### src/sv/sfdx_pkg.sv
package sfdx_pkg;

  localparam int unsigned ByteW  = 8;
  localparam int unsigned CountW = 10;
  localparam int unsigned StatW  = 3;
  localparam int unsigned AddrW  = 4;
  localparam int unsigned DataW  = 32;

  // Byte count saturates here; later bytes repeat this index.
  localparam logic [CountW-1:0] CountLimit = 10'd1023;

  // Frame layout offsets
  localparam logic [CountW-1:0] XorStartOff = 10'd2;
  localparam logic [CountW-1:0] LenOff      = 10'd4;
  localparam logic [CountW-1:0] CheckOff    = 10'd5;
  localparam logic [CountW-1:0] FrameExtra  = 10'd8;

  localparam logic [ByteW-1:0] HeaderOff   = 8'h00;
  localparam logic [ByteW-1:0] EndOff      = 8'hFF;

  localparam logic [ByteW-1:0]  HeaderRst  = 8'h00;
  localparam logic [ByteW-1:0]  EndRst     = 8'hFF;
  localparam logic [CountW-1:0] MaxLenRst  = 10'd263;

  typedef enum logic [StatW-1:0] {
    ST_COLLECT = 3'd0,
    ST_OK      = 3'd1,
    ST_HDR_BAD = 3'd2,
    ST_END_BAD = 3'd3,
    ST_XOR_BAD = 3'd4
  } status_e;

  typedef enum logic [1:0] {
    REG_HEADER  = 2'd0,
    REG_END     = 2'd1,
    REG_MAX_LEN = 2'd2
  } reg_idx_e;

  typedef struct packed {
    logic [ByteW-1:0]  header_byte;
    logic [ByteW-1:0]  stop_byte;
    logic [CountW-1:0] max_frame_len;
  } cfg_t;

  typedef struct packed {
    status_e           status;
    logic [CountW-1:0] byte_index;
    logic [CountW-1:0] frame_length;
  } result_t;

endpackage

### src/sv/sfdx_in_if.sv
interface sfdx_in_if;
  logic                        valid;
  logic                        ready;
  logic [sfdx_pkg::ByteW-1:0]  rx_byte;
  logic                        chunk_last;

  modport source (output valid, output rx_byte, output chunk_last, input ready);
  modport sink   (input valid, input rx_byte, input chunk_last, output ready);
endinterface

### src/sv/sfdx_out_if.sv
interface sfdx_out_if;
  logic                        valid;
  logic                        ready;
  logic [sfdx_pkg::StatW-1:0]  status;
  logic [sfdx_pkg::ByteW-1:0]  byte_out;
  logic [sfdx_pkg::CountW-1:0] byte_index;
  logic [sfdx_pkg::CountW-1:0] frame_length;

  modport source (output valid, output status, output byte_out, output byte_index,
                  output frame_length, input ready);
  modport sink   (input valid, input status, input byte_out, input byte_index,
                  input frame_length, output ready);
endinterface

### src/sv/sfdx_apb_regs.sv
module sfdx_apb_regs (
  input  logic                        clk_i,
  input  logic                        rst_ni,
  input  logic                        psel,
  input  logic                        penable,
  input  logic                        pwrite,
  input  logic [sfdx_pkg::AddrW-1:0]  paddr,
  input  logic [sfdx_pkg::DataW-1:0]  pwdata,
  output logic [sfdx_pkg::DataW-1:0]  prdata,
  output logic                        pready,
  output sfdx_pkg::cfg_t              cfg_o
);
  import sfdx_pkg::*;

  cfg_t     cfg_q, cfg_d;
  reg_idx_e idx;
  logic     wr_en;

  assign idx    = reg_idx_e'(paddr[AddrW-1:2]);
  assign wr_en  = psel && penable && pwrite;
  assign pready = 1'b1;
  assign cfg_o  = cfg_q;

  always_comb begin
    cfg_d = cfg_q;
    if (wr_en) begin
      unique case (idx)
        REG_HEADER:  cfg_d.header_byte   = pwdata[ByteW-1:0];
        REG_END:     cfg_d.stop_byte     = pwdata[ByteW-1:0];
        REG_MAX_LEN: cfg_d.max_frame_len = pwdata[CountW-1:0];
        default:     cfg_d = cfg_q;
      endcase
    end
  end

  always_comb begin
    unique case (idx)
      REG_HEADER:  prdata = {{(DataW-ByteW){1'b0}}, cfg_q.header_byte};
      REG_END:     prdata = {{(DataW-ByteW){1'b0}}, cfg_q.stop_byte};
      REG_MAX_LEN: prdata = {{(DataW-CountW){1'b0}}, cfg_q.max_frame_len};
      default:     prdata = '0;
    endcase
  end

  always_ff @(posedge clk_i or negedge rst_ni) begin
    if (!rst_ni) begin
      cfg_q.header_byte   <= HeaderRst;
      cfg_q.stop_byte     <= EndRst;
      cfg_q.max_frame_len <= MaxLenRst;
    end else begin
      cfg_q <= cfg_d;
    end
  end

endmodule

### src/sv/sfdx_parse.sv
module sfdx_parse (
  input  logic                        clk_i,
  input  logic                        rst_ni,
  input  logic                        step_i,
  input  logic [sfdx_pkg::ByteW-1:0]  byte_i,
  input  logic                        last_i,
  input  sfdx_pkg::cfg_t              cfg_i,
  output sfdx_pkg::result_t           res_o
);
  import sfdx_pkg::*;

  logic [CountW-1:0] count_q, count_d;
  logic [ByteW-1:0]  xor_q, xor_d;
  logic [ByteW-1:0]  len_q, len_d;
  logic [ByteW-1:0]  chk_q, chk_d;
  logic              seen_q, seen_d;

  logic              fresh, hdr_bad, xor_hit, cap, done;
  logic [CountW-1:0] len_after, len_ext;
  status_e           status;

  always_comb begin
    fresh     = count_q < CountLimit;
    len_after = fresh ? count_q + 10'd1 : CountLimit;
    hdr_bad   = (count_q == '0) && (cfg_i.header_byte != HeaderOff) &&
                (byte_i != cfg_i.header_byte);

    // Length byte is taken first; the XOR window and check capture see it.
    len_d   = (fresh && count_q == LenOff) ? byte_i : len_q;
    len_ext = {{(CountW-ByteW){1'b0}}, len_d};

    xor_hit = fresh && (count_q >= XorStartOff) &&
              ((count_q <= LenOff) || (count_q <= len_ext + LenOff));
    xor_d   = xor_hit ? (xor_q ^ byte_i) : xor_q;

    cap     = fresh && (count_q >= CheckOff) && (count_q == len_ext + CheckOff) && !seen_q;
    chk_d   = cap ? byte_i : chk_q;
    seen_d  = seen_q || cap;

    done    = last_i && ((len_after >= cfg_i.max_frame_len) ||
                         (len_after >= len_ext + FrameExtra));

    if (hdr_bad) begin
      status = ST_HDR_BAD;
    end else if (done) begin
      if ((cfg_i.stop_byte != EndOff) && (byte_i != cfg_i.stop_byte)) begin
        status = ST_END_BAD;
      end else if (seen_d && (xor_d == chk_d)) begin
        status = ST_OK;
      end else begin
        status = ST_XOR_BAD;
      end
    end else begin
      status = ST_COLLECT;
    end

    // Any final status restarts the frame.
    count_d = (status == ST_COLLECT) ? len_after : '0;
  end

  assign res_o.status       = status;
  assign res_o.byte_index   = count_q;
  assign res_o.frame_length = len_after;

  always_ff @(posedge clk_i or negedge rst_ni) begin
    if (!rst_ni) begin
      count_q <= '0;
      xor_q   <= '0;
      len_q   <= '0;
      chk_q   <= '0;
      seen_q  <= 1'b0;
    end else if (step_i) begin
      count_q <= count_d;
      if (status == ST_COLLECT) begin
        xor_q  <= xor_d;
        len_q  <= len_d;
        chk_q  <= chk_d;
        seen_q <= seen_d;
      end else begin
        xor_q  <= '0;
        len_q  <= '0;
        chk_q  <= '0;
        seen_q <= 1'b0;
      end
    end
  end

endmodule

### src/sv/serial_frame_deframer_xor.sv
// Path: an input transfer reaches its result on out_o through the input register,
//   then the parse logic into the result register.
// Throughput: 1 byte per cycle while out_o.ready holds; the frame state updates as
//   each byte leaves the input register, so consecutive bytes flow without bubbles.
// Reset: rst_ni clears the frame state and both pipeline valids at once; the
//   registers return to header 0x00, end byte 0xFF and max frame length 263.
module serial_frame_deframer_xor (
  input  logic                        clk_i,
  input  logic                        rst_ni,
  sfdx_in_if.sink                     in_i,
  sfdx_out_if.source                  out_o,
  input  logic                        psel,
  input  logic                        penable,
  input  logic                        pwrite,
  input  logic [sfdx_pkg::AddrW-1:0]  paddr,
  input  logic [sfdx_pkg::DataW-1:0]  pwdata,
  output logic [sfdx_pkg::DataW-1:0]  prdata,
  output logic                        pready
);
  import sfdx_pkg::*;

  cfg_t    cfg;
  result_t res;

  // Input register stage
  logic             in_v_q;
  logic [ByteW-1:0] in_byte_q;
  logic             in_last_q;

  // Result register stage
  logic              out_v_q;
  status_e           out_status_q;
  logic [ByteW-1:0]  out_byte_q;
  logic [CountW-1:0] out_index_q;
  logic [CountW-1:0] out_len_q;

  logic advance;
  logic in_xfer;

  // Advance the held byte into the result register whenever that register is
  // empty or its content is being taken in this cycle.
  assign advance    = in_v_q && (!out_v_q || out_o.ready);
  assign in_i.ready = !in_v_q || advance;
  assign in_xfer    = in_i.valid && in_i.ready;

  sfdx_apb_regs u_regs (
    .clk_i   (clk_i),
    .rst_ni  (rst_ni),
    .psel    (psel),
    .penable (penable),
    .pwrite  (pwrite),
    .paddr   (paddr),
    .pwdata  (pwdata),
    .prdata  (prdata),
    .pready  (pready),
    .cfg_o   (cfg)
  );

  // Frame state lives here and steps once per byte that advances.
  sfdx_parse u_parse (
    .clk_i  (clk_i),
    .rst_ni (rst_ni),
    .step_i (advance),
    .byte_i (in_byte_q),
    .last_i (in_last_q),
    .cfg_i  (cfg),
    .res_o  (res)
  );

  always_ff @(posedge clk_i or negedge rst_ni) begin
    if (!rst_ni) begin
      in_v_q <= 1'b0;
    end else if (in_xfer) begin
      in_v_q <= 1'b1;
    end else if (advance) begin
      in_v_q <= 1'b0;
    end
  end

  always_ff @(posedge clk_i) begin
    if (in_xfer) begin
      in_byte_q <= in_i.rx_byte;
      in_last_q <= in_i.chunk_last;
    end
  end

  always_ff @(posedge clk_i or negedge rst_ni) begin
    if (!rst_ni) begin
      out_v_q <= 1'b0;
    end else if (advance) begin
      out_v_q <= 1'b1;
    end else if (out_o.ready) begin
      out_v_q <= 1'b0;
    end
  end

  // Hold the result while the sink stalls.
  always_ff @(posedge clk_i) begin
    if (advance) begin
      out_status_q <= res.status;
      out_byte_q   <= in_byte_q;
      out_index_q  <= res.byte_index;
      out_len_q    <= res.frame_length;
    end
  end

  assign out_o.valid        = out_v_q;
  assign out_o.status       = out_status_q;
  assign out_o.byte_out     = out_byte_q;
  assign out_o.byte_index   = out_index_q;
  assign out_o.frame_length = out_len_q;

endmodule

### src/flat_wrapper.sv
// flat-port wrapper written by rule: the top's interface ports become plain ports
module serial_frame_deframer_xor_flat import sfdx_pkg::*;
  (clk_i, rst_ni, psel, penable, pwrite, paddr, pwdata, prdata, pready, in_i_valid, in_i_rx_byte, in_i_chunk_last, in_i_ready, out_o_valid, out_o_status, out_o_byte_out, out_o_byte_index, out_o_frame_length, out_o_ready);
  sfdx_in_if in_i_i ();
  sfdx_out_if out_o_i ();
  input  logic clk_i;
  input  logic rst_ni;
  input  logic psel;
  input  logic penable;
  input  logic pwrite;
  input  logic [sfdx_pkg::AddrW-1:0] paddr;
  input  logic [sfdx_pkg::DataW-1:0] pwdata;
  output logic [sfdx_pkg::DataW-1:0] prdata;
  output logic pready;
  input wire logic [$bits(in_i_i.valid)-1:0] in_i_valid;
  input wire logic [$bits(in_i_i.rx_byte)-1:0] in_i_rx_byte;
  input wire logic [$bits(in_i_i.chunk_last)-1:0] in_i_chunk_last;
  output wire logic [$bits(in_i_i.ready)-1:0] in_i_ready;
  output wire logic [$bits(out_o_i.valid)-1:0] out_o_valid;
  output wire logic [$bits(out_o_i.status)-1:0] out_o_status;
  output wire logic [$bits(out_o_i.byte_out)-1:0] out_o_byte_out;
  output wire logic [$bits(out_o_i.byte_index)-1:0] out_o_byte_index;
  output wire logic [$bits(out_o_i.frame_length)-1:0] out_o_frame_length;
  input wire logic [$bits(out_o_i.ready)-1:0] out_o_ready;
  assign in_i_i.valid = in_i_valid;
  assign in_i_i.rx_byte = in_i_rx_byte;
  assign in_i_i.chunk_last = in_i_chunk_last;
  assign in_i_ready = in_i_i.ready;
  assign out_o_valid = out_o_i.valid;
  assign out_o_status = out_o_i.status;
  assign out_o_byte_out = out_o_i.byte_out;
  assign out_o_byte_index = out_o_i.byte_index;
  assign out_o_frame_length = out_o_i.frame_length;
  assign out_o_i.ready = out_o_ready;
  serial_frame_deframer_xor u_core (.clk_i(clk_i), .rst_ni(rst_ni), .in_i(in_i_i), .out_o(out_o_i), .psel(psel), .penable(penable), .pwrite(pwrite), .paddr(paddr), .pwdata(pwdata), .prdata(prdata), .pready(pready));
endmodule
### config.mk
export PLATFORM = sky130hd
export DESIGN_NAME = serial_frame_deframer_xor_flat
export DESIGN_NICKNAME = d
export VERILOG_FILES = /design/src/sv/sfdx_pkg.sv /design/src/sv/sfdx_in_if.sv /design/src/sv/sfdx_out_if.sv /design/src/sv/sfdx_apb_regs.sv /design/src/sv/sfdx_parse.sv /design/src/sv/serial_frame_deframer_xor.sv /design/src/flat_wrapper.sv
export SDC_FILE = /design/constraint.sdc
export NUM_CORES = 1
export LEC_CHECK = 0
export BUFFER_PORTS_ARGS = -buffer_cell sky130_fd_sc_hd__buf_2
export CORE_UTILIZATION = 59
export CTS_BUF_LIST = sky130_fd_sc_hd__clkbuf_8
export DETAILED_ROUTE_END_ITERATION = 10
export PLACE_DENSITY = 0.81
export SYNTH_ARGS = -nofsm -noshare
export SYNTH_HDL_FRONTEND = slang
export SYNTH_SLANG_ARGS = --single-unit
### constraint.sdc
create_clock -name clk_i -period 5.43 [get_ports clk_i]
set_clock_uncertainty 0.1 [all_clocks]
set_input_delay 0.2715 -clock clk_i [delete_from_list [all_inputs] [get_ports clk_i]]
set_output_delay 0.2715 -clock clk_i [all_outputs]
set_load 0.02 [all_outputs]
==> run summary, run 1 <==
Status: completed
WL/cell: 19.7 µm
Die Y: 109 µm
Ports: 118
Min Tclk post-route: 5230 ps
Nets: 883
ANT nets after route: 0
Total track usage: 0.331
Post-layout util: 0.701
Number of synthesized flops with an enable pin: 40
CP most frequent cell: ha_1
Placed Instance Area: 7310 µm²
Total power: 3.45 mW
Grt ovf: 0
Worst path slowest cell: or4_4
MaxCap Viol Count: 0
Cell count after synthesis: 698
Clock Path Buffers: 2
Total vias in the final route: 5803
Yosys warns: 0
Worst Hold Class: in2reg
DP Cell Count: 910
Total CTS buffers: 9
Max Slew Vio Count: 0
DRC violations left: 0
Worst-Margin Slew: 1210 ps
Iter 0 DRT Violations: 558
Crit end category: flop
P&R area growth vs syn: 14.7%
# port buffers: 70
Full die area: 11800 µm²
Worst skew pair latency: 400 ps
Setup crit start kind: flop
Core ar.: 11000 µm²
Final-report hold violation count: 0
Syn_area_per_cell: 9.62 µm²
Global placement routability congestion: 0.986
Achievable Freq: 191 MHz
Drt first pass iters: 5
Worst vdd ir: 0.278 mV
Htree depth: 3
PwrDens: 448 nW/µm²
Die width: 109 µm
Family with the most delay on the worst path: simple AND/OR/NAND/NOR gates
Num rows: 38
Largest net degree at the start of global routing: 64
Starting Density: 0.612
Final instance area: 7700 µm²
Slowest stage delay, CP: 620 ps
Asr flop ratio synth: 0.612
Clk sinks: 103
Worst path cell trace: or4_4 -> o31ai_2 -> and2_1 -> inv_1 -> ha_1 -> nand2_1 -> xnor2_1 -> ha_1 -> or3_1 -> nor4_2 -> a31oi_2 -> a21oi_4 -> buf_6 -> o21ai_0 -> a211oi_1 -> nand3_1 -> nor4_1 -> a41oi_1 -> nor3b_2
Vias/cell: 6.17
HPWL after DPL: 13600 µm
Arrival time worst endpoint: 5270 ps
TritonCTS clock tree: yes
Post-synthesis cell type count: 77
Yosys reg bits: 103
Part of the Yosys area used for sequential elements: 0.416
Worst EP required: 5470 ps
Final wirelength: 18500 µm
Finished Layout Cells: 940
Buf/Inv on CP: 2
P_leak: 3.39 nW
Initial antenna violation count: 0
First-pass GRT wire length: 29300 µm
Antenna fix cells: 0
Layout cells sized above 1: 0.230
# setup viols final: 0
Worst setup path class: reg2reg
Vias in the first global route: 5643
Worst-path maximum fanout: 12
Worst relative slew slack: 0.190
Clock Tree Root: clkbuf_8
CTS clock-pin slew for the worst setup and hold paths: 120 ps
Main flop type after synthesis: dfrtp_1
Period utilisation layout: 0.963
Post-Syn Area: 6720 µm²
-- through the flow --
| stage | TNS, ps | hold WS [ps] | setup slack (ps) |
|---|---|---|---|
| 2_1_floorplan | 0 | -124 | 402 |
| 3_3_place_gp | 0 | 349 | 314 |
| 3_5_place_dp | 0 | 350 | 208 |
| 4_1_cts | 0 | 4.18 | 174 |
| 5_1_grt | -23.2 | 33.8 | -23.2 |
| 6_report | 0 | 8.85 | 201 |
-- placed cells by master, fill, tap and decap left out, types with 11 or more instances in the layout --
master,instances
nand2_1,90
buf_2,70
dfrtp_1,51
o21ai_0,43
buf_4,40
edfxtp_1,40
ha_1,36
inv_1,34
nor2_1,28
a21oi_1,28
conb_1,23
xnor2_1,22
mux2i_1,20
mux2_2,18
nand3_1,15
xor2_1,15
nand2b_1,14
nand4_1,13
dlygate4sd3_1,13
dfstp_2,12
o22ai_1,11
-- Yosys cell counts, types with 18 or more instances --
cell | n | area share
nor2_1 | 28 | 0.016
buf_4 | 23 | 0.026
inv_1 | 35 | 0.020
clkbuf_1 | 26 | 0.015
ha_1 | 36 | 0.067
mux2i_1 | 20 | 0.030
nand2_1 | 90 | 0.050
o21ai_0 | 43 | 0.032
dfrtp_1 | 51 | 0.19
edfxtp_1 | 40 | 0.18
xnor2_1 | 22 | 0.029
a21oi_1 | 29 | 0.022
mux2_2 | 18 | 0.030
-- power breakdown --
part / switching, mW / leakage, nW / internal (mW) / total, mW
combinational: 1.06 / 2.11 / 0.737 / 1.80
sequential: 0.153 / 1.19 / 0.988 / 1.14
clock: 0.322 / 0.101 / 0.186 / 0.508
-- sequential cells by signal, indices dropped and copies added, names as in the netlist --
signal,cells
u_core.u_parse.xor_q,8
u_core.out_o.byte_out,8
u_core.in_v_q,1
u_core.u_parse.seen_q,1
u_core.out_o.status,3
u_core.u_parse.count_q,10
u_core.in_byte_q,8
u_core.u_regs.cfg_o,26
u_core.in_last_q,1
u_core.u_parse.len_q,8
u_core.out_o.byte_index,10
u_core.u_parse.chk_q,8
u_core.out_o.valid,1
u_core.out_o.frame_length,10
-- final timing paths --
check | startpoint | slack (ps) | cells past startpoint | endpoint
setup reg to reg | u_core.u_parse.count_q[3] | 200 | 19 | u_core.out_o.status[2]
hold / removal | pwdata[2] | 9 | 3 | u_core.u_regs.cfg_o[2]
min in group asynchronous | rst_ni | 480 | 3 | u_core.out_o.valid
max in group asynchronous | rst_ni | 4190 | 3 | u_core.u_parse.len_q[3]
setup / recovery | u_core.u_parse.count_q[3] | 200 | 19 | u_core.out_o.status[2]
hold reg to reg | u_core.in_v_q | 430 | 1 | u_core.out_o.valid
-- timing repair --
action | 4_1_cts | 5_1_grt
hold endpoints to repair | 63 | 0
hold buffers | 13 | 0
endpoints found under the setup margin | 0 | 2
resized for setup | 0 | 10
setup buffers | 0 | 1
-- worst min-delay path: cells and delay by family --
family                 cells  cell delay (ps)
AOI/OAI and AO/OA          1               70
buffers and inverters      1              120
and+or+nand+nor            1               50
-- per-layer routing --
| metal | track usage | up-vias | wire length [µm] |
|---|---|---|---|
| met3 | 0.0873 | 40 | 1650 |
| met2 | 0.514 | 269 | 8550 |
| li1 | - | 2686 | - |
| met1 | 0.449 | 2808 | 7880 |
| met5 | 0 | - | 0 |
| met4 | 0.116 | 0 | 448 |
-- cell type report --
class	count	area [µm²]
clock buffers	9	124
clock inverters	7	82.6
fillers	805	3280
inverters	35	131
multi-input cells	522	3600
flip-flops and latches	103	2790
well taps	140	175
repair buffers	124	792
-- logic make-up (layout without fill, tap and decap cells) --
logic type	count (synthesis)	after routing	share of synthesized area
flip-flops	103	103	0.416
buffers and inverters	94	175	0.0680
multiplexers	39	39	0.0616
XOR/XNOR	37	37	0.0482
other	2	23	0.00112
adder cells (fa/ha/maj)	36	36	0.0671
AND/OR/NAND/NOR	220	220	0.167
AO/OA/AOI/OAI	167	167	0.172
(Power assumes the default switching activity.)
==> run 2, diff against run 1 <==
PLACE_DENSITY = 0.84   (was 0.81)
==> run summary, run 2 (synthesis gave the netlist of run 1 again) <==
Status: completed
Worst relative slew slack: 0.284
Layout cells sized above 1: 0.230
Switching power: 1.53 mW
Worst-Margin Slew: 1070 ps
P_leak: 3.38 nW
Met3 Use GR: 0.0819
Global placement routability congestion: 0.967
Worst vdd ir: 0.331 mV
Iter 0 DRT Violations: 569
# setup viols final: 0
# port buffers: 70
Total CTS buffers: 9
Postcts setup bufs: 0
Largest net degree at the start of global routing: 64
Crit end category: flop
Clock Tree Root: clkbuf_8
Gr busiest metal: met2
GRT met2 Usage: 0.533
HPWL after DPL: 13800 µm
Starting Density: 0.612
CTS clock-pin slew for the worst setup and hold paths: 110 ps
MaxCap Viol Count: 0
Setup_tns: 0 ps
Total vias in the final route: 5951
Vias/cell: 6.34
Htree depth: 3
Proportion of power drawn by the clock network: 0.141
Min Tclk post-route: 5190 ps
Sequential share of power: 0.335
Total power: 3.41 mW
TritonCTS clock tree: yes
Core ar.: 11000 µm²
First-pass GRT wire length: 29600 µm
Final instance area: 7680 µm²
Ports: 118
Combinational group share of total power: 0.524
Finished Layout Cells: 939
Antenna fix cells: 0
Worst skew pair latency: 390 ps
Grt ovf: 0
Met1 usage in global routing: 0.444
Full die area: 11800 µm²
Final wirelength: 19000 µm
Worst EP required: 5470 ps
P&R area growth vs syn: 14.3%
Die width: 109 µm
Worst setup path class: reg2reg
DRC violations left: 0
Worst Hold Class: in2reg
Clock Path Buffers: 2
Die Y: 109 µm
Vias in the first global route: 5714
WL/cell: 20.3 µm
Setup crit start kind: flop
Initial antenna violation count: 0
Num rows: 38
Most frequent cells in the layout: nand2_1 (90), buf_2 (70), dfrtp_1 (51)
Commonest non-fill, non-tap cell in the layout: nand2_1
Arrival time worst endpoint: 5220 ps
Achievable Freq: 193 MHz
Int Pwr: 1.87 mW
Max Slew Vio Count: 0
Nets: 882
Reg-to-reg setup timing slack: 240 ps
Placed Instance Area: 7300 µm²
Period utilisation layout: 0.955
DP Cell Count: 910
Total track usage: 0.335
Drt first pass iters: 5
Final-report hold violation count: 0
Largest register FFs: 26
Clk sinks: 103
Switching Share: 0.450
ANT nets after route: 0
Worst-path maximum fanout: 5
PwrDens: 443 nW/µm²
-- run 2: cell type report --
cell class | instances | area, µm²
multi-input combinational | 522 | 3600
clock buffer | 9 | 124
fill | 816 | 3300
sequential | 103 | 2790
inverter | 35 | 131
clock inverter | 7 | 77.6
tap | 140 | 175
timing repair buffer | 123 | 785
-- run 2: repair_timing --
action                                  4_1_cts  5_1_grt
endpoints found under the setup margin        0        2
hold endpoints to repair                     63        0
gates resized for setup                       0       10
hold buffers                                 13        0
-- run 2: worst paths after layout --
kind                                           start  cells past startpoint                   endpoint
setup / recovery           u_core.u_parse.count_q[6]                     17     u_core.out_o.status[2]
hold / removal                             pwdata[2]                      3     u_core.u_regs.cfg_o[2]
setup reg to reg           u_core.u_parse.count_q[6]                     17     u_core.out_o.status[2]
hold reg to reg                        u_core.in_v_q                      1         u_core.out_o.valid
max in group asynchronous                     rst_ni                      3  u_core.u_parse.count_q[1]
min in group asynchronous                     rst_ni                      3         u_core.out_o.valid
-- run 2: stage by stage --
stage | setup slack (ps) | utilization | hold WS (ps)
floorplan | 402 | - | -124
global placement | 309 | 0.665 | 350
detailed placement | 169 | 0.665 | 350
CTS | 153 | 0.695 | 2.29
global route | -41.2 | 0.699 | 14.1
finish | 244 | 0.699 | 19.3
-- run 2: routing by layer --
layer	share of wire	routed length, µm
met5	0	0
met4	0.028	530
met3	0.10	1960
met2	0.46	8790
met1	0.41	7740
-- run 2: worst max-delay path, stage by stage, from the launching register on --
cell and delay, ps:
dfrtp_1 450, or4_4 560, o31ai_1 360, nand2_1 220, ha_1 290, nand2_1 90, xnor2_1 80, ha_1 190
or3_1 390, nor4_2 210, a31oi_2 250, a21oi_2 320, xnor2_1 100, a2111oi_1 480, mux2i_1 160, nor4_1 250
a41oi_1 220, nor3b_2 210
-- run 2: power groups by stage --
stage	clock, mW	sequential [mW]	combinational (mW)
detailed placement	0	1.15	1.70
global route	0.517	1.16	1.94
CTS	0.491	1.13	1.72
floorplan	0	1.15	1.18
finish	0.482	1.14	1.78
global placement	0	1.13	1.64
